--- config.mk ---
export PLATFORM = sky130hd
export DESIGN_NAME = hdlc_frame_encoder_crc16
export DESIGN_NICKNAME = d
export VERILOG_FILES = /design/src/sv/hfe_pkg.sv /design/src/sv/hdlc_frame_encoder_crc16.sv /design/src/sv/hfe_front.sv /design/src/sv/hfe_fifo.sv /design/src/sv/hfe_back.sv
export SDC_FILE = /design/constraint.sdc
export NUM_CORES = 1
export LEC_CHECK = 0
export ABC_AREA = 1
export BUFFER_PORTS_ARGS = -buffer_cell sky130_fd_sc_hd__buf_2
export CAP_MARGIN = 5
export CELL_PAD_IN_SITES_DETAIL_PLACEMENT = 0
export CELL_PAD_IN_SITES_GLOBAL_PLACEMENT = 1
export CORE_UTILIZATION = 40
export CTS_CLUSTER_SIZE = 28
export DETAILED_ROUTE_END_ITERATION = 7
export GPL_ROUTABILITY_DRIVEN = 0
export PLACE_DENSITY = 0.64
export SYNTH_ARGS = -nofsm -noshare
export SYNTH_HDL_FRONTEND = slang
export SYNTH_SLANG_ARGS = --single-unit
--- constraint.sdc ---
create_clock -name clk -period 3.27 [get_ports clk]
set_clock_uncertainty 0.05 [all_clocks]
set_input_delay 0.1635 -clock clk [delete_from_list [all_inputs] [get_ports clk]]
set_output_delay 0.1635 -clock clk [all_outputs]
set_load 0.02 [all_outputs]
--- src/sv/hfe_pkg.sv ---
// hfe_pkg: shared constants, CRC table and queue word type for the HDLC frame encoder
// depends on nothing; used by hfe_front, hfe_fifo, hfe_back and the top level

package hfe_pkg;

    // framing bytes
    localparam logic [7:0] FLAG_BYTE = 8'h7E;
    localparam logic [7:0] ESC_BYTE  = 8'h7D;
    localparam logic [7:0] ESC_XOR   = 8'h20;
    localparam logic [15:0] CRC_INIT = 16'hFFFF;

    // one classified payload word handed from front to back
    typedef struct packed {
        logic [7:0]  data;
        logic        data_esc;
        logic        open;
        logic        last;
        logic [15:0] crc;
        logic        crc_hi_esc;
        logic        crc_lo_esc;
    } cmd_t;

    // byte-wise crc table from the bit-reversed polynomial, indexed msb first
    localparam logic [15:0] CRC_TABLE [0:255] = '{
        16'h0000, 16'h1189, 16'h2312, 16'h329B, 16'h4624, 16'h57AD, 16'h6536, 16'h74BF,
        16'h8C48, 16'h9DC1, 16'hAF5A, 16'hBED3, 16'hCA6C, 16'hDBE5, 16'hE97E, 16'hF8F7,
        16'h1081, 16'h0108, 16'h3393, 16'h221A, 16'h56A5, 16'h472C, 16'h75B7, 16'h643E,
        16'h9CC9, 16'h8D40, 16'hBFDB, 16'hAE52, 16'hDAED, 16'hCB64, 16'hF9FF, 16'hE876,
        16'h2102, 16'h308B, 16'h0210, 16'h1399, 16'h6726, 16'h76AF, 16'h4434, 16'h55BD,
        16'hAD4A, 16'hBCC3, 16'h8E58, 16'h9FD1, 16'hEB6E, 16'hFAE7, 16'hC87C, 16'hD9F5,
        16'h3183, 16'h200A, 16'h1291, 16'h0318, 16'h77A7, 16'h662E, 16'h54B5, 16'h453C,
        16'hBDCB, 16'hAC42, 16'h9ED9, 16'h8F50, 16'hFBEF, 16'hEA66, 16'hD8FD, 16'hC974,
        16'h4204, 16'h538D, 16'h6116, 16'h709F, 16'h0420, 16'h15A9, 16'h2732, 16'h36BB,
        16'hCE4C, 16'hDFC5, 16'hED5E, 16'hFCD7, 16'h8868, 16'h99E1, 16'hAB7A, 16'hBAF3,
        16'h5285, 16'h430C, 16'h7197, 16'h601E, 16'h14A1, 16'h0528, 16'h37B3, 16'h263A,
        16'hDECD, 16'hCF44, 16'hFDDF, 16'hEC56, 16'h98E9, 16'h8960, 16'hBBFB, 16'hAA72,
        16'h6306, 16'h728F, 16'h4014, 16'h519D, 16'h2522, 16'h34AB, 16'h0630, 16'h17B9,
        16'hEF4E, 16'hFEC7, 16'hCC5C, 16'hDDD5, 16'hA96A, 16'hB8E3, 16'h8A78, 16'h9BF1,
        16'h7387, 16'h620E, 16'h5095, 16'h411C, 16'h35A3, 16'h242A, 16'h16B1, 16'h0738,
        16'hFFCF, 16'hEE46, 16'hDCDD, 16'hCD54, 16'hB9EB, 16'hA862, 16'h9AF9, 16'h8B70,
        16'h8408, 16'h9581, 16'hA71A, 16'hB693, 16'hC22C, 16'hD3A5, 16'hE13E, 16'hF0B7,
        16'h0840, 16'h19C9, 16'h2B52, 16'h3ADB, 16'h4E64, 16'h5FED, 16'h6D76, 16'h7CFF,
        16'h9489, 16'h8500, 16'hB79B, 16'hA612, 16'hD2AD, 16'hC324, 16'hF1BF, 16'hE036,
        16'h18C1, 16'h0948, 16'h3BD3, 16'h2A5A, 16'h5EE5, 16'h4F6C, 16'h7DF7, 16'h6C7E,
        16'hA50A, 16'hB483, 16'h8618, 16'h9791, 16'hE32E, 16'hF2A7, 16'hC03C, 16'hD1B5,
        16'h2942, 16'h38CB, 16'h0A50, 16'h1BD9, 16'h6F66, 16'h7EEF, 16'h4C74, 16'h5DFD,
        16'hB58B, 16'hA402, 16'h9699, 16'h8710, 16'hF3AF, 16'hE226, 16'hD0BD, 16'hC134,
        16'h39C3, 16'h284A, 16'h1AD1, 16'h0B58, 16'h7FE7, 16'h6E6E, 16'h5CF5, 16'h4D7C,
        16'hC60C, 16'hD785, 16'hE51E, 16'hF497, 16'h8028, 16'h91A1, 16'hA33A, 16'hB2B3,
        16'h4A44, 16'h5BCD, 16'h6956, 16'h78DF, 16'h0C60, 16'h1DE9, 16'h2F72, 16'h3EFB,
        16'hD68D, 16'hC704, 16'hF59F, 16'hE416, 16'h90A9, 16'h8120, 16'hB3BB, 16'hA232,
        16'h5AC5, 16'h4B4C, 16'h79D7, 16'h685E, 16'h1CE1, 16'h0D68, 16'h3FF3, 16'h2E7A,
        16'hE70E, 16'hF687, 16'hC41C, 16'hD595, 16'hA12A, 16'hB0A3, 16'h8238, 16'h93B1,
        16'h6B46, 16'h7ACF, 16'h4854, 16'h59DD, 16'h2D62, 16'h3CEB, 16'h0E70, 16'h1FF9,
        16'hF78F, 16'hE606, 16'hD49D, 16'hC514, 16'hB1AB, 16'hA022, 16'h92B9, 16'h8330,
        16'h7BC7, 16'h6A4E, 16'h58D5, 16'h495C, 16'h3DE3, 16'h2C6A, 16'h1EF1, 16'h0F78
    };

    // true when a byte must go out as an escape pair
    function automatic logic needs_esc(input logic [7:0] b);
        needs_esc = (b == FLAG_BYTE) || (b == ESC_BYTE);
    endfunction

endpackage

--- src/sv/hdlc_frame_encoder_crc16.sv ---
// hdlc_frame_encoder_crc16: top level, front end, word queue and byte sequencer
// depends on hfe_pkg, hfe_front, hfe_fifo, hfe_back

// HDLC framer: payload words enter on item_valid/item_stall with frame_last on the
// final byte of a frame, and framed bytes leave on byte_valid/byte_stall, one per
// cycle unless stalled. The first byte of a frame is preceded by a 0x7E flag; 0x7E
// and 0x7D are sent as 0x7D plus the byte XOR 0x20. After the last byte the CRC-16
// (init 0xFFFF, no final complement) goes out high byte first, escaped, followed by
// a closing flag marked by frame_done; run_last marks the final byte belonging to
// each input. The front end takes one payload byte per cycle until the
// QUEUE_DEPTH-entry queue fills; each payload byte then costs 1 to 3 output bytes,
// and a closing byte up to 5 more, so the output sequencer sets the sustained
// rate of one byte per unstalled cycle.

module hdlc_frame_encoder_crc16 #(
    parameter int QUEUE_DEPTH = 4
) (
    input  logic       clk,
    input  logic       rst_n,
    input  logic       item_valid,
    output logic       item_stall,
    input  logic [7:0] data_byte,
    input  logic       frame_last,
    output logic       byte_valid,
    input  logic       byte_stall,
    output logic [7:0] out_byte,
    output logic       run_last,
    output logic       frame_done
);

    logic          push;
    hfe_pkg::cmd_t push_cmd;
    logic          queue_full;
    logic          head_valid;
    hfe_pkg::cmd_t head_cmd;
    logic          pop;

    assign item_stall = queue_full;

    hfe_front u_front (
        .clk        (clk),
        .rst_n      (rst_n),
        .item_valid (item_valid),
        .data_byte  (data_byte),
        .frame_last (frame_last),
        .queue_full (queue_full),
        .push       (push),
        .push_cmd   (push_cmd)
    );

    hfe_fifo #(
        .DEPTH (QUEUE_DEPTH)
    ) u_fifo (
        .clk        (clk),
        .rst_n      (rst_n),
        .push       (push),
        .push_cmd   (push_cmd),
        .pop        (pop),
        .full       (queue_full),
        .head_valid (head_valid),
        .head_cmd   (head_cmd)
    );

    hfe_back u_back (
        .clk        (clk),
        .rst_n      (rst_n),
        .head_valid (head_valid),
        .head_cmd   (head_cmd),
        .pop        (pop),
        .byte_stall (byte_stall),
        .byte_valid (byte_valid),
        .out_byte   (out_byte),
        .run_last   (run_last),
        .frame_done (frame_done)
    );

    // closing flag is always a flag byte
    assert property (@(posedge clk) disable iff (!rst_n)
        (byte_valid && frame_done) |-> (out_byte == hfe_pkg::FLAG_BYTE))
        else $error("closing byte is not a flag");

    // closing flag ends the run of its input word
    assert property (@(posedge clk) disable iff (!rst_n)
        (byte_valid && frame_done) |-> run_last)
        else $error("closing flag without run end");

    // an escape byte is never the end of a run
    assert property (@(posedge clk) disable iff (!rst_n)
        (byte_valid && out_byte == hfe_pkg::ESC_BYTE) |-> !run_last)
        else $error("run ends on an escape byte");

    // a word leaves the queue only when its final byte is loaded
    assert property (@(posedge clk) disable iff (!rst_n)
        pop |=> (byte_valid && run_last))
        else $error("queue popped without a run end");

endmodule

--- src/sv/hfe_front.sv ---
// hfe_front: accepts payload words, runs the frame crc and classifies escapes
// depends on hfe_pkg (cmd_t, CRC_TABLE, needs_esc)

module hfe_front (
    input  logic          clk,
    input  logic          rst_n,
    input  logic          item_valid,
    input  logic [7:0]    data_byte,
    input  logic          frame_last,
    input  logic          queue_full,
    output logic          push,
    output hfe_pkg::cmd_t push_cmd
);

    logic [15:0] crc_reg;
    logic [15:0] crc_next;
    logic        open_reg;
    logic        open_next;
    logic [15:0] crc_new;
    logic [7:0]  tab_idx;

    // crc update for the incoming byte
    assign tab_idx = data_byte ^ crc_reg[15:8];
    assign crc_new = hfe_pkg::CRC_TABLE[tab_idx] ^ {crc_reg[7:0], 8'h00};

    assign push = item_valid && !queue_full;

    // classified word for the back end
    always_comb
    begin
        push_cmd.data       = data_byte;
        push_cmd.data_esc   = hfe_pkg::needs_esc(data_byte);
        push_cmd.open       = open_reg;
        push_cmd.last       = frame_last;
        push_cmd.crc        = crc_new;
        push_cmd.crc_hi_esc = hfe_pkg::needs_esc(crc_new[15:8]);
        push_cmd.crc_lo_esc = hfe_pkg::needs_esc(crc_new[7:0]);
    end

    // frame state, reloaded after the last byte
    always_comb
    begin
        crc_next  = crc_reg;
        open_next = open_reg;
        if (push)
        begin
            if (frame_last)
            begin
                crc_next  = hfe_pkg::CRC_INIT;
                open_next = 1'b1;
            end
            else
            begin
                crc_next  = crc_new;
                open_next = 1'b0;
            end
        end
    end

    always_ff @(posedge clk or negedge rst_n)
    begin
        if (!rst_n)
        begin
            crc_reg  <= hfe_pkg::CRC_INIT;
            open_reg <= 1'b1;
        end
        else
        begin
            crc_reg  <= crc_next;
            open_reg <= open_next;
        end
    end

endmodule

--- src/sv/hfe_fifo.sv ---
// hfe_fifo: short queue of classified words between front and back
// depends on hfe_pkg (cmd_t); DEPTH from 2 to 32

module hfe_fifo #(
    parameter int DEPTH = 4
) (
    input  logic          clk,
    input  logic          rst_n,
    input  logic          push,
    input  hfe_pkg::cmd_t push_cmd,
    input  logic          pop,
    output logic          full,
    output logic          head_valid,
    output hfe_pkg::cmd_t head_cmd
);

    localparam int PW = $clog2(DEPTH);
    localparam int CW = $clog2(DEPTH + 1);

    hfe_pkg::cmd_t    mem [DEPTH];
    logic [PW-1:0]    wr_ptr_reg;
    logic [PW-1:0]    wr_ptr_next;
    logic [PW-1:0]    rd_ptr_reg;
    logic [PW-1:0]    rd_ptr_next;
    logic [CW-1:0]    count_reg;
    logic [CW-1:0]    count_next;
    logic             do_pop;

    assign full       = (count_reg == CW'(DEPTH));
    assign head_valid = (count_reg != '0);
    assign head_cmd   = mem[rd_ptr_reg];
    assign do_pop     = pop && head_valid;

    // pointer and fill count update
    always_comb
    begin
        wr_ptr_next = wr_ptr_reg;
        rd_ptr_next = rd_ptr_reg;
        count_next  = count_reg;
        if (push)
        begin
            wr_ptr_next = (wr_ptr_reg == PW'(DEPTH - 1)) ? '0 : wr_ptr_reg + 1'b1;
        end
        if (do_pop)
        begin
            rd_ptr_next = (rd_ptr_reg == PW'(DEPTH - 1)) ? '0 : rd_ptr_reg + 1'b1;
        end
        if (push && !do_pop)
        begin
            count_next = count_reg + 1'b1;
        end
        else if (do_pop && !push)
        begin
            count_next = count_reg - 1'b1;
        end
    end

    always_ff @(posedge clk or negedge rst_n)
    begin
        if (!rst_n)
        begin
            wr_ptr_reg <= '0;
            rd_ptr_reg <= '0;
            count_reg  <= '0;
        end
        else
        begin
            wr_ptr_reg <= wr_ptr_next;
            rd_ptr_reg <= rd_ptr_next;
            count_reg  <= count_next;
        end
    end

    // storage, payload only
    always_ff @(posedge clk)
    begin
        if (push)
        begin
            mem[wr_ptr_reg] <= push_cmd;
        end
    end

endmodule

--- src/sv/hfe_back.sv ---
// hfe_back: sequences the framed output bytes of each queued word
// depends on hfe_pkg (cmd_t, framing constants)

module hfe_back (
    input  logic          clk,
    input  logic          rst_n,
    input  logic          head_valid,
    input  hfe_pkg::cmd_t head_cmd,
    output logic          pop,
    input  logic          byte_stall,
    output logic          byte_valid,
    output logic [7:0]    out_byte,
    output logic          run_last,
    output logic          frame_done
);

    typedef enum logic [3:0] {
        S_START,
        S_OPEN,
        S_DATA,
        S_DATA_X,
        S_CRC_HI,
        S_CRC_HI_X,
        S_CRC_LO,
        S_CRC_LO_X,
        S_CLOSE
    } step_t;

    step_t      step_reg;
    step_t      step_next;
    step_t      cur;
    logic       load;
    logic       fin;
    logic [7:0] emit_byte;
    logic       emit_done;
    logic       valid_reg;
    logic       valid_next;
    logic [7:0] byte_reg;
    logic       last_reg;
    logic       done_reg;

    // output register is free when empty or being taken
    assign load = head_valid && (!valid_reg || !byte_stall);
    assign pop  = load && fin;

    // step for the current word
    always_comb
    begin
        if (step_reg == S_START)
        begin
            cur = head_cmd.open ? S_OPEN : S_DATA;
        end
        else
        begin
            cur = step_reg;
        end
    end

    // byte to emit and following step
    always_comb
    begin
        emit_byte = hfe_pkg::FLAG_BYTE;
        emit_done = 1'b0;
        fin       = 1'b0;
        step_next = step_reg;
        case (cur)
            S_OPEN:
            begin
                step_next = S_DATA;
            end
            S_DATA:
            begin
                if (head_cmd.data_esc)
                begin
                    emit_byte = hfe_pkg::ESC_BYTE;
                    step_next = S_DATA_X;
                end
                else
                begin
                    emit_byte = head_cmd.data;
                    step_next = head_cmd.last ? S_CRC_HI : S_START;
                    fin       = !head_cmd.last;
                end
            end
            S_DATA_X:
            begin
                emit_byte = head_cmd.data ^ hfe_pkg::ESC_XOR;
                step_next = head_cmd.last ? S_CRC_HI : S_START;
                fin       = !head_cmd.last;
            end
            S_CRC_HI:
            begin
                if (head_cmd.crc_hi_esc)
                begin
                    emit_byte = hfe_pkg::ESC_BYTE;
                    step_next = S_CRC_HI_X;
                end
                else
                begin
                    emit_byte = head_cmd.crc[15:8];
                    step_next = S_CRC_LO;
                end
            end
            S_CRC_HI_X:
            begin
                emit_byte = head_cmd.crc[15:8] ^ hfe_pkg::ESC_XOR;
                step_next = S_CRC_LO;
            end
            S_CRC_LO:
            begin
                if (head_cmd.crc_lo_esc)
                begin
                    emit_byte = hfe_pkg::ESC_BYTE;
                    step_next = S_CRC_LO_X;
                end
                else
                begin
                    emit_byte = head_cmd.crc[7:0];
                    step_next = S_CLOSE;
                end
            end
            S_CRC_LO_X:
            begin
                emit_byte = head_cmd.crc[7:0] ^ hfe_pkg::ESC_XOR;
                step_next = S_CLOSE;
            end
            S_CLOSE:
            begin
                emit_done = 1'b1;
                fin       = 1'b1;
                step_next = S_START;
            end
            default:
            begin
                step_next = S_START;
            end
        endcase
    end

    // output valid follows load and take
    always_comb
    begin
        valid_next = valid_reg;
        if (load)
        begin
            valid_next = 1'b1;
        end
        else if (!byte_stall)
        begin
            valid_next = 1'b0;
        end
    end

    // sequencer state and output register
    always_ff @(posedge clk or negedge rst_n)
    begin
        if (!rst_n)
        begin
            step_reg  <= S_START;
            valid_reg <= 1'b0;
            byte_reg  <= '0;
            last_reg  <= 1'b0;
            done_reg  <= 1'b0;
        end
        else
        begin
            valid_reg <= valid_next;
            if (load)
            begin
                step_reg <= step_next;
                byte_reg <= emit_byte;
                last_reg <= fin;
                done_reg <= emit_done;
            end
        end
    end

    assign byte_valid = valid_reg;
    assign out_byte   = byte_reg;
    assign run_last   = last_reg;
    assign frame_done = done_reg;

endmodule

==> Yosys cells after proc, flatten, opt, wreduce, memory -nomap -nowiden <==
Memories as Yosys holds them, arrays and structs flattened.
Index checks and enable logic that the tools add are counted.
{ "word_totals": {"word_cells": 86, "output_inout_bits": 12, "romBits": 4096, "mem_count": 2, "ram_bits": 116, "register_bits": 39} }
{ "memory_table": {"columns": ["name", "depth", "word_bits", "read_ports", "rd_ports_with_merged_regs", "write_ports", "line", "rtl"], "rows": [
  ["(no name shown)", 256, 16, 1, 0, 0, "hfe_front.sv:24", "assign crc_new = hfe_pkg::CRC_TABLE[tab_idx] ^ {crc_reg[7:0], 8'h00};"],
  ["u_fifo.mem", 4, 29, 1, 0, 1, "hfe_fifo.sv:20", "hfe_pkg::cmd_t mem [DEPTH];"]
]} }
{ "op_classes": {"magnitude_cmp": 1, "n_reduce_logical": 19, "n_eq_ne": 18, "addsub": 4, "n_bitwise": 6, "muxes": 26} }
{ "op_table": {"columns": ["op", "n"], "rows": [
  ["$eq 8x7->1 const B", 6],
  ["$mux 16", 3],
  ["$pmux 8 s6", 1],
  ["$pmux 4 s7", 1],
  ["$mux 8", 3],
  ["$eq 4x3->1 const B", 4],
  ["$xor 16x16->16", 1],
  ["$mux 4", 3],
  ["$ge 9x9->1 const B", 1],
  ["$mux 3", 3],
  ["$not 8->9", 1],
  ["$eq 4x2->1 const B", 2],
  ["$mux 2", 4],
  ["$xor 8x8->8", 1],
  ["$mux 1", 7],
  ["$logic_and 1x1->1", 6],
  ["$logic_not 1->1", 6],
  ["$add 2x1->2 const B", 2],
  ["$eq 2x2->1 const B", 2],
  ["$eq 4x1->1 const B", 1],
  ["$eq 4x4->1 const B", 1],
  ["$logic_not 4->1", 1],
  ["$logic_or 1x1->1", 4],
  ["$add 3x1->3 const B", 1],
  ["other kinds (7)", 9]
]} }

==> Longest topological paths before layout <==
Gate-level depths: netlist (run 1).
An unclocked memory read counts as a cell.
{ "logic_depth": {"ltp_word": 10, "depth_mapped": 15, "depth_no_buf": 14} }

==> Modules after synthesis <==
A second synthesis (run 1) with hierarchy kept.
{ "unflattened": {"hier_cells": 753, "hier_area_um2": 7524.7} }
{ "modules_own_cells": {"columns": ["mod", "seq_area_each_um2", "instances", "area_per_inst_um2", "cells_each"], "rows": [
  ["hfe_fifo", 3658.5, 1, 5121.2, 393],
  ["hfe_front", 420.4, 1, 1297.5, 195],
  ["hfe_back", 375.4, 1, 1106.1, 165]
]} }

==> Worst setup path after synthesis (run 1) <==
No wires, ideal clock.
{ "synth_path": {"kind": "flip-flop to flip-flop", "startpoint": "reg u_fifo.count_reg[0]", "endpoint": "mem u_fifo.mem[0][0] (netlist name) (enable)", "n_path_buf": 0, "path_stages_with_launch": 5, "slack_ns": 0.661, "t_arrival_ns": 2.147, "synth_period_minus_slack_ns": 2.609, "cell_sequence": "dfrtp_1 -> nor3_1 -> nor2_2 -> inv_2 -> nor2_1"} }
{ "synth_via": {"elab_chain_len": 5} }
{ "synth_rtl": {"columns": ["item", "line", "rtl"], "rows": [
  ["start: declaration", "hfe_fifo.sv:25", "logic [CW-1:0] count_reg;"],
  ["start signal: assignment", "hfe_fifo.sv:70", "count_reg <= count_next;"],
  ["$eq 3x3->1", "hfe_fifo.sv:29", "assign full = (count_reg == CW'(DEPTH));"],
  ["net item_stall", "hdlc_frame_encoder_crc16.sv:21", "output logic item_stall,"],
  ["$logic_not 1->1", "hfe_front.sv:26", "assign push = item_valid && !queue_full;"],
  ["$logic_and 1x1->1", "hfe_front.sv:26", null],
  ["$mux 1", "hfe_fifo.sv:77", "if (push)"],
  ["$mux 1 (not written as such)", "hfe_fifo.sv:79", "mem[wr_ptr_reg] <= push_cmd;"],
  ["end: declaration", "hfe_fifo.sv:20", null]
]} }
The timed path passes the listed nets, and every way through them passes these cells.

==> Worst setup path after layout (run 1) <==
{ "layout_path": {"startpoint": "reg u_fifo.rd_ptr_reg[1]", "endpoint": "reg u_fifo.count_reg[1]"} }
{ "layout_via": {"elab_chain_len": 10, "word_cells_on_any_way": 16, "classes_between": "eq/ne: 3; mux: 5; reduce/logical: 7; memory: 1"} }
{ "layout_rtl": {"columns": ["item", "line", "rtl"], "rows": [
  ["start: declaration", "hfe_fifo.sv:23", "logic [PW-1:0] rd_ptr_reg;"],
  ["start signal: assignment", "hfe_fifo.sv:69", "rd_ptr_reg <= rd_ptr_next;"],
  ["$mem_v2 4x29 *", null, null],
  ["$mux 2", "hfe_back.sv:51", "cur = head_cmd.open ? S_OPEN : S_DATA;"],
  ["$mux 4", "hfe_back.sv:49", "if (step_reg == S_START)"],
  ["$eq 4x4->1 / $eq 4x2->1 (equally long branches)", "hfe_back.sv:66", "case (cur)"],
  ["$pmux 1 s3 *", "hfe_back.sv:66", null],
  ["$logic_and 1x1->1 *", "hfe_back.sv:44", "assign pop = load && fin;"],
  ["$logic_and 1x1->1 *", "hfe_fifo.sv:32", "assign do_pop = pop && head_valid;"],
  ["$logic_not 1->1 *", "hfe_fifo.sv:48", "if (push && !do_pop)"],
  ["$logic_and 1x1->1 *", "hfe_fifo.sv:48", null],
  ["$mux 3 *", "hfe_fifo.sv:48", null],
  ["net u_fifo.count_next[1]", "hfe_fifo.sv:26", "logic [CW-1:0] count_next;"]
]} }
Mark *: on every way through the listed nets, which the timed path passes. The rest lies on a longest branch.
A chain may end at the register's enable or synchronous reset.

==> results of run 1 <==
==> kinds of logic (layout without fill, tap and decap cells) <==
family / count (synthesis) / after routing / synth area share [%]
AND/OR/NAND/NOR: 343 / 343 / 20.7
flip-flops: 150 / 150 / 62.8
AO/OA/AOI/OAI: 89 / 89 / 7.08
buffers and inverters: 68 / 124 / 4.35
XOR/XNOR: 23 / 23 / 3.41
adder cells (fa/ha/maj): 8 / 8 / 1.56
multiplexers: 1 / 1 / 0.163
==> per-layer routing <==
metal,part of all wire [%],vias up
li1,-,2383
met1,47,2233
met2,46,122
met3,4.1,22
met4,2.3,0
met5,0,-
==> Yosys cell counts (3+ instances only) <==
| master | instances | share of area, % |
|---|---|---|
| nor2_1 | 112 | 6.1 |
| edfxtp_1 | 112 | 49 |
| dfstp_2 | 16 | 6.1 |
| nand4_1 | 6 | 0.54 |
| inv_1 | 41 | 2.2 |
| buf_6 | 4 | 0.65 |
| a21oi_1 | 14 | 1.0 |
| nor2_2 | 3 | 0.27 |
| clkbuf_1 | 7 | 0.38 |
| o22ai_1 | 12 | 1.1 |
| xnor2_1 | 8 | 1.0 |
| nand3_1 | 46 | 3.3 |
| xor2_1 | 12 | 1.5 |
| buf_2 | 9 | 0.65 |
| nand2_1 | 161 | 8.8 |
| ha_1 | 7 | 1.3 |
| inv_2 | 5 | 0.27 |
| o21ai_0 | 53 | 3.8 |
| dfrtp_1 | 22 | 8.0 |
==> final cells by class <==
| class | instances | area [um^2] |
|---|---|---|
| fillers | 1546 | 8730 |
| flip-flops and latches | 150 | 4340 |
| multi-input cells | 464 | 2280 |
| clock buffers | 17 | 425 |
| repair buffers | 45 | 295 |
| well taps | 220 | 275 |
| clock inverters | 15 | 184 |
| inverters | 47 | 176 |
==> through the flow <==
stage	power [mW]	util [%]	setup slack (ps)	cell area (um^2)	instances
floorplan	5.68	-	661	6910	682
global placement	6.72	43.7	631	7290	919
detailed placement	6.75	43.7	561	7290	919
CTS	8.75	47.7	551	7970	958
global route	9.29	47.7	392	7970	958
finish	8.68	47.7	570	7970	958
==> power by group through the flow <==
stage	clock [mW]	combinational (mW)	sequential (mW)
2_1_floorplan	0	2.44	3.24
3_3_place_gp	0	3.52	3.20
3_5_place_dp	0	3.54	3.21
4_1_cts	2.01	3.57	3.17
5_1_grt	2.08	3.98	3.23
6_report	1.97	3.54	3.17
==> final timing paths <==
check,startpoint,endpoint,slack [ps],cells past startpoint
setup / recovery,u_fifo.rd_ptr_reg[1],u_fifo.count_reg[1],570,11
hold / removal,data_byte[2],u_fifo.mem[3][23],20,1
setup reg to reg,u_fifo.rd_ptr_reg[1],u_fifo.count_reg[1],570,11
hold reg to reg,u_back.out_byte[2],u_back.out_byte[2],430,2
max in group asynchronous,rst_n,u_fifo.rd_ptr_reg[0],2050,2
min in group asynchronous,rst_n,u_fifo.count_reg[0],420,2
==> worst reg2reg max path, delay by kind of cell (launching register included) <==
kind	cells	cell delay, ps
buffers and inverters	3	500
muxes	1	280
and+or+nand+nor	4	610
adders and majority gates	2	620
AOI/OAI and AO/OA	1	180
DFF	1	350
==> impl_metrics.py, run 1 <==
metrics = {
    "floorplanning": {
        "die_x_um": 133,
        "die_area_mm2": 0.0178,
        "core_area_mm2": 0.0167,
        "dieHeight_um": 133,
        "pin_count": 25,
        "fp-row-count": 47,
        "starting_utilization_of_the_core_area_pct": 41.4,
    },
    "power_and_ir_drop": {
        "peakVddDrop_mv": 0.499,
        "power_frac_comb_pct": 40.8,
        "switching_share_pct": 41.3,
        "seqPwrFrac_pct": 36.5,
        "power_report.internal_total_mw": 5.10,
        "switchingPower_mw": 3.59,
        "power_frac_clock_pct": 22.7,
        "powerDensity_mw_per_mm2": 1090,
        "power.static_leakage_nw": 3.26,
    },
    "timing": {
        "tightestPinTransition_ps": 1050,
        "timing.final.hold_violations": 0,
        "fin_crit_sh_pct": 82.6,
        "hold_ws_ps": 22.9,
        "achievable-frequency_mhz": 370,
        "totalNegativeSetupSlack_ps": 0,
        "setup_viol_count_final": 0,
        "grt_setup_unrepaired": "false",
        "timing.final.crit_period_ps": 2700,
        "timing.max_slew.rel_slack_pct": 30.3,
        "timing.final.max_slew_violations": 0,
    },
    "synth": {
        "synthesis.yosys.warnings": 0,
        "synthDistinctLibCells": 43,
        "syn-cell-area_mm2": 0.00691,
        "yosysSeqAreaShare_pct": 62.8,
        "synthCells": 682,
        "synth_edf_count": 112,
        "ys_async_sr_fraction_pct": 25.3,
        "yosys_register_bits": 150,
        "postSynth.topFlopCell": "edfxtp_1",
        "syn_avg_cell_area_um2": 10.1,
        "synth_fp_nets": 703,
    },
    "worst_hold_path": {
        "hold_class": "in2reg",
    },
    "place": {
        "io_buffers": 24,
        "detailed_place_hpwl_um": 11100,
    },
    "grt": {
        "globalRoute.busiestLayer": "met2",
        "first_global_vias": 4568,
        "grt_pass1_wl_um": 25800,
        "use_met2_pct": 30.2,
        "grt_start_max_net_pins": 41,
        "globalRouteMet3Util_pct": 4.07,
        "gr-total-overflow": 0,
        "grtUsageTotal_pct": 19.8,
        "antenna_violations_before_repair": 0,
        "fraction_of_met1_tracks_used_by_global_routing_pct": 27.6,
    },
    "cts": {
        "h-tree-depth": 4,
        "cts_resized": 0,
        "root_buffer": "clkbuf_16",
        "clock_tree_from_tritoncts": "built",
        "cts_sinks": 150,
        "post-cts-setup-buffers": 0,
        "cts_hold_buf": 7,
        "clock_path_buffers": 2,
        "worst_skew_pair.late_latency_ps": 430,
        "clkTransAtPathRegs_ps": 70,
        "cts_buffers": 17,
    },
    "worst_setup_path": {
        "critPathCaptureType": "flip-flop",
        "highest_net_fanout_along_the_worst_path": 29,
        "crit_path_cell_trace": "buf_4 > nand3_2 > nand2_4 > inv_2 > or2_1 > o21ai_2 > nand2_2 > ha_1 > inv_1 > fa_1 > mux2_2",
        "crit_path_max_incr_delay_ps": 420,
        "critPathKind": "reg2reg",
        "critical_path_arrival_ps": 2960,
        "critPathLaunchType": "flip-flop",
        "crit_family": "adder cells",
        "critPathRequiredTime_ps": 3530,
        "timing.critical_path.buf_inv": 3,
        "timing.critical_path.slowest_stage_cell": "fa_1",
    },
    "drt": {
        "drt-initial-drc-count": 332,
        "ant_nets": 0,
        "routed_wl_um": 16500,
        "routed-via-count": 4760,
        "routedWlPerCell_um": 17.2,
        "vias_per_cell": 4.97,
        "drcViolationCount": 0,
        "detailed_routing_iterations_pass_1": 5,
    },
    "job": {
        "timing.max_cap.violations": 0,
    },
    "outcome": {
        "status": "complete, no violations",
    },
    "cells_and_area": {
        "most_frequent_cells_in_the_layout": "nand2_1, edfxtp_1, nor2_1",
        "mostFrequentLayoutCell": "nand2_1",
        "largest_register_ff_count": 112,
        "numnets_final": 746,
        "layout-drive-gt1-share_pct": 15.6,
        "num_antenna_cells": 0,
        "area_growth_pct": 15.5,
    },
}
Power figures use the tool's default switching activity.
==> inputs of run 2 (changes only) <==
Settings changed: PLACE_DENSITY 0.64 to 0.66.
Clock period 3.27 ns to 2.3 ns, I/O delays scaled along.
==> impl_metrics.py, run 2 (same netlist as run 1, synthesis figures left out) <==
metrics = {
    "timing": {
        "fin_crit_sh_pct": 102,
        "totalNegativeSetupSlack_ps": -38.4,
        "timing.max_slew.rel_slack_pct": 45.1,
        "timing.final.hold_violations": 0,
        "setup_viol_count_final": 1,
        "grt_setup_unrepaired": "true",
        "timing.final.max_slew_violations": 0,
        "timing.final.crit_period_ps": 2340,
        "tightestPinTransition_ps": 823,
        "achievable-frequency_mhz": 428,
        "finalWorstSetupSlack_ps": -38.4,
        "hold_ws_ps": 191,
    },
    "grt": {
        "gr-total-overflow": 0,
        "grt_pass1_wl_um": 27200,
        "first_global_vias": 4963,
        "globalRoute.busiestLayer": "met2",
        "antenna_violations_before_repair": 0,
        "grt_start_max_net_pins": 49,
        "fraction_of_met1_tracks_used_by_global_routing_pct": 27.7,
        "globalRouteMet3Util_pct": 5.10,
        "grtUsageTotal_pct": 20.9,
        "use_met2_pct": 33.9,
    },
    "power_and_ir_drop": {
        "seqPwrFrac_pct": 34.1,
        "post-layout-total-power_mw": 13.3,
        "switchingPower_mw": 5.29,
        "peakVddDrop_mv": 0.921,
        "power_report.internal_total_mw": 8.01,
        "power.static_leakage_nw": 3.53,
        "power_frac_comb_pct": 44.5,
        "powerDensity_mw_per_mm2": 1570,
        "switching_share_pct": 39.8,
        "power_frac_clock_pct": 21.4,
    },
    "floorplanning": {
        "fp-row-count": 47,
        "starting_utilization_of_the_core_area_pct": 41.4,
        "die_x_um": 133,
        "pin_count": 25,
        "die_area_mm2": 0.0178,
        "core_area_mm2": 0.0167,
        "dieHeight_um": 133,
    },
    "worst_hold_path": {
        "hold_class": "in2reg",
    },
    "cells_and_area": {
        "numnets_final": 795,
        "num_antenna_cells": 0,
        "layout-drive-gt1-share_pct": 22.4,
        "mostFrequentLayoutCell": "nand2_1",
        "largest_register_ff_count": 112,
        "most_frequent_cells_in_the_layout": "nand2_1, edfxtp_1, nor2_1",
        "filler_cell_count": 1564,
        "area_growth_pct": 22.8,
    },
    "worst_setup_path": {
        "critPathLaunchType": "flip-flop",
        "critPathRequiredTime_ps": 2570,
        "highest_net_fanout_along_the_worst_path": 8,
        "critPathCaptureType": "flip-flop",
        "critical_path_arrival_ps": 2610,
        "critPathKind": "reg2reg",
    },
    "cts": {
        "root_buffer": "clkbuf_16",
        "clkTransAtPathRegs_ps": 70,
        "cts_buffers": 17,
        "worst_skew_pair.late_latency_ps": 430,
        "clock_tree_from_tritoncts": "built",
        "h-tree-depth": 4,
        "clock_path_buffers": 2,
        "cts_sinks": 150,
    },
    "drt": {
        "routedWlPerCell_um": 17.0,
        "drcViolationCount": 0,
        "vias_per_cell": 4.95,
        "detailed_routing_iterations_pass_1": 5,
        "ant_nets": 0,
        "drt-initial-drc-count": 347,
        "routed-via-count": 4982,
        "routed_wl_um": 17100,
    },
    "job": {
        "timing.max_cap.violations": 0,
    },
    "place": {
        "dp_slack_ps": -112,
        "io_buffers": 24,
        "detailed_place_hpwl_um": 11800,
    },
    "outcome": {
        "failed_checks": "negative setup slack",
        "status": "finished, violations left",
    },
}
==> run 2: changes by cell type in the layout (fill, tap and decap cells not counted), moves of 3 or more <==
| cell | change |
|---|---|
| dlygate4sd3_1 | +4 |
| buf_4 | +39 |
| nand3_1 | -3 |
| clkinv_8 | -3 |
| nand2_2 | +4 |
| nand3_2 | +3 |
| nand2_1 | -4 |
| buf_12 | +4 |
==> run 2: worst max-delay path, cell delays in order (launching register included) <==
cell     delay, ps
dfrtp_2        470
inv_4           90
nand2_2         60
nand3_2         80
nand2_4         90
inv_4           30
or2_1          220
o21ai_2        150
nand2_2        100
ha_4           160
inv_2           50
fa_1           400
mux2_2         270
==> run 2: final cells by class <==
type | count | area [um^2] | area share, %
Tap cell | 220 | 275 | 3.24
Sequential cell | 150 | 4340 | 51.1
Inverter | 47 | 181 | 2.14
Clock buffer | 17 | 425 | 5.01
Timing Repair Buffer | 94 | 733 | 8.64
Multi-Input combinational cell | 464 | 2350 | 27.7
Clock inverter | 15 | 180 | 2.12
==> run 2: path summary, 6_finish.rpt <==
check	from	end	slack, ps	cells past startpoint
setup / recovery	u_fifo.rd_ptr_reg[0]	u_fifo.count_reg[1]	-40	12
max in group asynchronous	rst_n	u_front.crc_reg[10]	1180	3
min in group asynchronous	rst_n	u_fifo.wr_ptr_reg[1]	280	2
setup reg to reg	u_fifo.rd_ptr_reg[0]	u_fifo.count_reg[1]	-40	12
hold / removal	item_valid	u_fifo.count_reg[0]	190	5
hold reg to reg	u_back.out_byte[2]	u_back.out_byte[2]	420	2
==> run 2: power by group through the flow <==
stage / Sequential, mW / Combinational [mW] / Clock, mW
after floorplan: 4.61 / 3.51 / 0
after global placement: 4.54 / 5.63 / 0
after detailed placement: 4.58 / 5.73 / 0
after CTS: 4.52 / 5.85 / 2.91
after global routing: 4.61 / 6.62 / 3.02
final: 4.53 / 5.92 / 2.85
==> run 2: what timing repair did <==
action / 4_1_cts / 5_1_grt
pin swaps: 3 / 3
hold buffers: 11 / 0
setup endpoints to repair: 2 / 12
endpoints found under the hold margin: 59 / 0
buffers inserted: 6 / 2
gates resized for setup: 4 / 13
==> run 2: per-stage QoR <==
stage / std cells / instance area [um^2] / util (%)
2_1_floorplan: 682 / 6930 / -
3_3_place_gp: 957 / 7650 / 45.8
3_5_place_dp: 957 / 7650 / 45.8
4_1_cts: 1006 / 8420 / 50.4
5_1_grt: 1007 / 8480 / 50.8
6_report: 1007 / 8480 / 50.8
==> run 2: routing by layer <==
metal	routed length, um	up-vias	part of all wire, %
met4	214	0	1.3
met3	634	16	3.7
met1	8010	2393	47
li1	-	2479	-
met5	0	-	0
met2	8250	94	48
